[src/rtl/bmm_pkg.sv]
`default_nettype none

package bmm_pkg;

   // Build-time limits and register reset values.
   localparam int BMM_MAX_WIDTH  = 1024;
   localparam int BMM_MAX_HEIGHT = 4096;
   localparam int BMM_MIN_DIM    = 3;
   localparam int BMM_RST_WIDTH  = 640;
   localparam int BMM_RST_HEIGHT = 480;

   // Field and register widths fixed by the interface.
   localparam int BMM_CHAN_W       = 8;
   localparam int BMM_PIXEL_W      = 3 * BMM_CHAN_W;
   localparam int BMM_MASK_W       = 9;
   localparam int BMM_WIDTH_REG_W  = 11;
   localparam int BMM_HEIGHT_REG_W = 13;
   localparam int BMM_CSR_INDEX_W  = 2;
   localparam int BMM_CSR_DATA_W   = 13;

   localparam logic [BMM_MASK_W-1:0]  BMM_RST_MASK = 9'h1FF;
   // Bits kept after the window shifts by one: the new left and middle columns.
   localparam logic [BMM_MASK_W-1:0]  BMM_WIN_KEEP = 9'h0DB;
   localparam logic [BMM_PIXEL_W-1:0] BMM_WHITE    = 24'hFFFFFF;
   localparam logic [BMM_PIXEL_W-1:0] BMM_BLACK    = 24'h000000;

   typedef enum logic [BMM_CSR_INDEX_W-1:0] {
      CSR_WIDTH  = 2'd0,
      CSR_HEIGHT = 2'd1,
      CSR_MODE   = 2'd2,
      CSR_MASK   = 2'd3
   } bmm_csr_index_type;

   typedef enum logic {
      MODE_EROSION  = 1'b0,
      MODE_DILATION = 1'b1
   } bmm_mode_type;

   typedef struct packed {
      logic busy;
      logic done;
   } bmm_div_status_type;

   function automatic int unsigned bmm_clamp_dim(int unsigned value, int unsigned hi);
      int unsigned result;
      result = value;
      if (value < BMM_MIN_DIM) begin
         result = BMM_MIN_DIM;
      end else if (value > hi) begin
         result = hi;
      end
      return result;
   endfunction

endpackage

`default_nettype wire

[src/rtl/bmm_divider.sv]
`default_nettype none

module bmm_divider #(
   parameter int DIVIDEND_W = 22,
   parameter int DIVISOR_W = 11
) (
   input  wire logic                      clock,
   input  wire logic                      reset,
   input  wire logic                      start,
   input  wire logic [DIVIDEND_W-1:0]     dividend,
   input  wire logic [DIVISOR_W-1:0]      divisor,
   output bmm_pkg::bmm_div_status_type    status,
   output logic      [DIVIDEND_W-1:0]     quotient,
   output logic      [DIVISOR_W-1:0]      remainder
);

   import bmm_pkg::*;

   localparam int CNT_W = $clog2(DIVIDEND_W + 1);

   logic                  busy_ff, busy_in;
   logic                  done_ff, done_in;
   logic [CNT_W-1:0]      count_ff, count_in;
   logic [DIVIDEND_W-1:0] quot_ff, quot_in;
   logic [DIVISOR_W-1:0]  rem_ff, rem_in;
   logic [DIVISOR_W-1:0]  divisor_ff, divisor_in;
   logic [DIVISOR_W:0]    partial;
   logic [DIVISOR_W:0]    diff;

   // One quotient bit per cycle, restoring form.
   always_comb begin
      busy_in    = busy_ff;
      done_in    = 1'b0;
      count_in   = count_ff;
      quot_in    = quot_ff;
      rem_in     = rem_ff;
      divisor_in = divisor_ff;
      partial    = {rem_ff, quot_ff[DIVIDEND_W-1]};
      diff       = partial - {1'b0, divisor_ff};
      if (start) begin
         busy_in    = 1'b1;
         count_in   = CNT_W'(DIVIDEND_W);
         quot_in    = dividend;
         rem_in     = '0;
         divisor_in = divisor;
      end else if (busy_ff) begin
         if (partial >= {1'b0, divisor_ff}) begin
            rem_in  = diff[DIVISOR_W-1:0];
            quot_in = {quot_ff[DIVIDEND_W-2:0], 1'b1};
         end else begin
            rem_in  = partial[DIVISOR_W-1:0];
            quot_in = {quot_ff[DIVIDEND_W-2:0], 1'b0};
         end
         count_in = count_ff - CNT_W'(1);
         if (count_ff == CNT_W'(1)) begin
            busy_in = 1'b0;
            done_in = 1'b1;
         end
      end
   end

   always_ff @(posedge clock) begin
      if (reset) begin
         busy_ff  <= 1'b0;
         done_ff  <= 1'b0;
         count_ff <= '0;
      end else begin
         busy_ff  <= busy_in;
         done_ff  <= done_in;
         count_ff <= count_in;
      end
      quot_ff    <= quot_in;
      rem_ff     <= rem_in;
      divisor_ff <= divisor_in;
   end

   assign status.busy = busy_ff;
   assign status.done = done_ff;
   assign quotient    = quot_ff;
   assign remainder   = rem_ff;

   a_start_busy : assert property (@(posedge clock) disable iff (reset)
      start |=> busy_ff)
      else $error("divider did not start");

   a_done_idle : assert property (@(posedge clock) disable iff (reset)
      done_ff |-> !busy_ff && $past(busy_ff))
      else $error("divider done without a finished run");

   a_rem_range : assert property (@(posedge clock) disable iff (reset)
      done_ff |-> rem_ff < divisor_ff)
      else $error("divider remainder not below divisor");

endmodule

`default_nettype wire

[config.mk]
export PLATFORM = sky130hd
export DESIGN_NAME = bmm_divider
export DESIGN_NICKNAME = d
export VERILOG_FILES = /design/src/rtl/bmm_pkg.sv /design/src/rtl/bmm_divider.sv
export SDC_FILE = /design/constraint.sdc
export NUM_CORES = 1
export LEC_CHECK = 0
export BUFFER_PORTS_ARGS = -buffer_cell sky130_fd_sc_hd__buf_2
export CAP_MARGIN = 15
export CORE_ASPECT_RATIO = 0.5
export CORE_MARGIN = 2
export CORE_UTILIZATION = 43
export DETAILED_ROUTE_END_ITERATION = 8
export GPL_TIMING_DRIVEN = 0
export MAX_ROUTING_LAYER = met4
export PLACE_DENSITY = 0.69
export SLEW_MARGIN = 20
export SYNTH_ARGS = -nofsm -noshare
export SYNTH_HDL_FRONTEND = slang
export SYNTH_SLANG_ARGS = --single-unit
[constraint.sdc]
create_clock -name clock -period 3 [get_ports clock]
set_clock_uncertainty 0.05 [all_clocks]
set_input_delay 0.3 -clock clock [delete_from_list [all_inputs] [get_ports clock]]
set_output_delay 0.3 -clock clock [all_outputs]
set_load 0.02 [all_outputs]
### Word-level counts from Yosys, hierarchy flattened

Cells that the tools add are included.

| word-level totals | value |
|---|---|
| output and inout bits | 35 |
| register bits | 51 |
| word-level logic and storage cells | 25 |

| operators by class | value |
|---|---|
| bitwise logic cells | 1 |
| $add $sub $neg | 2 |
| reduce and logical (&&, ||, !) cells | 3 |
| magnitude comparators | 1 |
| equality and inequality tests | 1 |
| muxes and demuxes | 10 |

Operators with widths:

| cell | count |
|---|---|
| 2-to-1 mux 22 bit | 2 |
| greater-or-equal comparator 12 x 11 -> 1 bit | 1 |
| 2-to-1 mux 11 bit | 1 |
| subtractor 11 bit | 1 |
| 2-to-1 mux 5 bit | 2 |
| equality test 5 x 1 -> 1 bit, second input constant | 1 |
| 2-to-1 mux 1 bit | 5 |
| subtractor 5 x 1 -> 5 bit, second input constant | 1 |
| OR reduction 3 bit | 1 |
| nonzero test 2 bit | 1 |
| OR reduction 2 bit | 1 |
| NOT 1 bit | 1 |

### Longest topological paths before layout

| depth | value |
|---|---|
| word-level depth | 4 |
| gate-level depth with buffers | 9 |

### Worst setup path before layout

No wires, ideal clock.

| timing path | value |
|---|---|
| path kind | reg-to-reg |
| start | register quot_ff[21], in the netlist quotient[21] |
| end | register quot_ff[0], in the netlist quotient[0], data pin |
| arrival time | 1.938 ns |
| cell stages (with the launch flop) | 10 |
| setup slack | 0.743 ns |
| clock period less this slack | 2.257 ns |
| buffers on the path | 1 |
| cells stage by stage | edfxtp_1 -> inv_1 -> ha_1 -> fa_1 -> nor2b_4 -> o31a_4 -> o211ai_4 -> and2_1 -> buf_2 -> mux2i_1 |

| on the way | value |
|---|---|
| cells in the longest elaborated chain, start to end | 4 |

Ends and longest elaborated chain:

| element | RTL line | text |
|---|---|---|
| from (decl) | bmm_divider.sv:24 | `logic [DIVIDEND_W-1:0] quot_ff, quot_in;` |
| from (signal assigned) | bmm_divider.sv:72 | `quot_ff <= quot_in;` |
| greater-or-equal comparator 12 x 11 -> 1 bit | bmm_divider.sv:47 | `if (partial >= {1'b0, divisor_ff}) begin` |
| 2-to-1 mux 1 bit | bmm_divider.sv:47 |  |
| 2-to-1 mux 22 bit | bmm_divider.sv:46 | `end else if (busy_ff) begin` |
| 2-to-1 mux 22 bit | bmm_divider.sv:40 | `if (start) begin` |
| via quot_in[0] | bmm_divider.sv:24 |  |

The timed path passes the listed nets, and every way through them passes these cells. The select of a mux whose other input is x is not followed.
A chain may end at the register's enable or synchronous reset.

### Worst setup path after layout

Ends and elaborated chain as after synthesis.

==> metrics.md <==
| Metric | Value |
|---|---|
| Status | `complete, no violations` |
| Number of synthesized register bits | `between 50 and 60` |
| Max cap viols | `0` |
| Mapped cell area | `2957 sq um` |
| Top delay family on crit path | `compound AO/OA/AOI/OAI gates` |
| First-pass GRT wire length | `between 10000 and 15000 um` |
| Max VDD drop | `0.2471 mV` |
| GP Congestion | `between 0.8 and 0.9` |
| Min Tclk post-route | `2.445 ns` |
| Leading area contributor after synthesis | `edfxtp_1` |
| Via count | `2272` |
| Share of the yosys chip area belonging to registers | `0.4570` |
| Crit share post-route | `0.8151` |
| Hold Fails Final Rpt | `0` |
| Worst path slowest cell | `edfxtp_1` |
| Resize count post-CTS | `0` |
| Gr ovfl total | `0` |
| Async SR Flop Fraction | `0` |
| Worst hold path endpoint | `divisor_ff[1]` |
| Final wirelength | `6511 um` |
| Num rows | `21` |
| Core ar. | `6674 sq um` |
| Die Width | `roughly 120 um` |
| Arr. time, crit path | `2.42 ns` |
| Final slew viol count | `0` |
| Clk pin slew, worst setup/hold paths | `0.07 ns` |
| Post-synth cell types | `62` |
| Root Buffer | `clkbuf_16` |
| Residual DRC count | `0` |
| Leak | `0.001530 uW` |
| Main synth FF type | `edfxtp_1` |
| Iter 0 DRT Violations | `129` |
| Min-delay src | `divisor[1]` |
| Dpl ws | `0.5739 ns` |
| Most frequent cell after synthesis | `edfxtp_1` |
| Area share of the largest cell type after synthesis | `0.3352` |
| # setup viols final | `0` |
| Dpl cells | `425` |
| Postcts setup bufs | `0` |
| Synth cell count leaders | `edfxtp_1 (33), nor2_1 (26), mux2_2 (21)` |
| Total clock buffers created by CTS | `5` |
| Diodes inserted | `0` |
| Placed Area | `3422 sq um` |
| Clk Latency, worst-skew pair | `just under 0.3 ns` |
| Area growth from synthesis to final layout | `20.74%` |
| Antenna Nets Post-Route | `0` |
| Top Ports | `71` |
| Fraction of layout cells with a size suffix above 1 | `0.3812` |
| Worst R2R Start | `quotient[21]` |
| RSZ-0062 raised after global routing | `no` |
| RR Endpoint | `quotient[0]` |
| Worst path required time | `roughly 3.0 ns` |
| First-pass iteration count of the detailed router | `4` |
| PD cells | `521.8 nW/um^2` |
| Final hold slack | `0.1310 ns` |
| Achievable clock frequency | `409.0 MHz` |
| Sink Count | `51` |
| CP endpoint kind | `register` |
| Worst R2R Setup Slack | `approximately 0.55 ns` |
| Vias in the first global route | `approximately 2300` |
| Synthesized Nets | `313` |
| Number of buffer and inverter stages on the critical path | `2` |
| Non-Filler Cell Area, Final | `3570 sq um` |
| Max FO, Critical Path | `8` |
| Htree depth | `2` |
| Fillers | `599` |
| Kind of critical path | `register to register` |
| Mapped Cells | `between 200 and 300` |
| Clock Tree Buf Depth | `2` |
| Actual slew at the worst max-slew pin | `0.5978 ns` |
| Final nets | `390` |
| Rel. slew slack | `0.6014` |
| Pin count of the biggest net entering global routing | `23` |
| Final worst slack | `roughly 0.55 ns` |
| Die H | `62.64 um` |
| Area contributors post-synth | `edfxtp_1 (34%), dfxtp_1 (12%), mux2_2 (8.0%), ha_1 (5.5%), nor2_1 (3.3%)` |
| Fin Setup TNS | `0 ns` |
| Syn avg cell area | `11.24 sq um` |
| DP HPWL | `4785 um` |
| R2R cell count | `9` |
| Per-cell routed wire length | `15.04 um` |
| Cts hold-fix bufs | `0` |
| Die Area | `7595 sq um` |
| YS warnings | `0` |
| Initial core utilization | `0.4430` |
| WHS Path Cells | `1` |
| Min-delay worst type | `primary input to register` |
| PortBufs | `70` |
| Crit start category | `register` |
| Via/cell ratio | `5.247` |
| Overall Global Routing Usage | `0.1853` |
| Number of flops mapped to enable cells by yosys | `33` |
| Initial antenna violation count | `0` |
| CP peak stage delay | `0.44 ns` |
| Final non-filler cell total | `433` |
| Critical path, cell by cell | `inv_1, ha_1, fa_1, nor2b_4, o31a_4, o211ai_4, and2_1, buf_2, mux2i_1` |
| CTS tree | `built` |
layer usage:
metal | vias up | routed length [um] | global-route usage
li1 | 1127 | - | -
met1 | 1072 | 3030 | 0.2434
met2 | 66 | 3033 | 0.2935
met3 | 7 | 384 | 0.03832
met4 | 0 | 61 | 0.05029
met5 | - | 0 | -
through the flow:
| stage | utilization | total power, uW |
|---|---|---|
| 2_1_floorplan | - | 1175 |
| 3_3_place_gp | 0.5127 | 1294 |
| 3_5_place_dp | 0.5127 | 1305 |
| 4_1_cts | 0.5349 | 1874 |
| 5_1_grt | 0.5349 | 1953 |
| 6_report | 0.5349 | 1862 |
cells by family (layout without fill, tap and decap cells):
| kind of cell | count (synthesis) | after routing | synth area share |
|---|---|---|---|
| compound gates | 52 | 52 | 0.1456 |
| simple gates | 85 | 85 | 0.1689 |
| mux | 22 | 22 | 0.08337 |
| flops | 51 | 51 | 0.4570 |
| xor+xnor | 6 | 6 | 0.01777 |
| fa+ha+maj | 14 | 14 | 0.06179 |
| buf+inv | 33 | 111 | 0.06559 |
sequential cells by signal, summed over array words and instances, names as in the netlist:
| signal | cells |
|---|---|
| busy_ff | 1 |
| count_ff | 5 |
| divisor_ff | 11 |
| done_ff | 1 |
| quotient | 22 |
| remainder | 11 |
final cells by class:
class,instances,area (sq um),area share
clock inverters,3,22.52,0.006309
flip-flops and latches,51,1351,0.3786
plain buffers,16,130.1,0.03645
multi-input cells,179,1411,0.3954
well taps,92,115.1,0.03225
repair buffers,70,350.3,0.09814
inverters,17,63.81,0.01788
clock buffers,5,125.1,0.03505
cell usage in the layout, fill, tap and decap left out, drive strengths merged, types with 7 or more instances in the layout:
cell,n
buf,83
nor3,9
o21ai,7
mux2,21
inv,18
dfxtp,18
nand2,12
edfxtp,33
a21oi,8
nor2,26
clkbuf,8
ha,13
worst max path at each step:
stage | startpoint | to | cells after the start
floorplan | quotient[21] | quotient[0] | 9
global placement | quotient[21] | quotient[0] | 9
detailed placement | quotient[21] | quotient[0] | 9
CTS | quotient[21] | quotient[0] | 9
global route | quotient[21] | quotient[0] | 9
finish | quotient[21] | quotient[0] | 9
where the power goes:
group	switching (uW)	internal, uW	leakage (uW)
clock network	256	312	0.0000742
registers	37.3	817	0.000477
logic	252	188	0.000979
No activity file was read; power rests on OpenSTA's default activity.
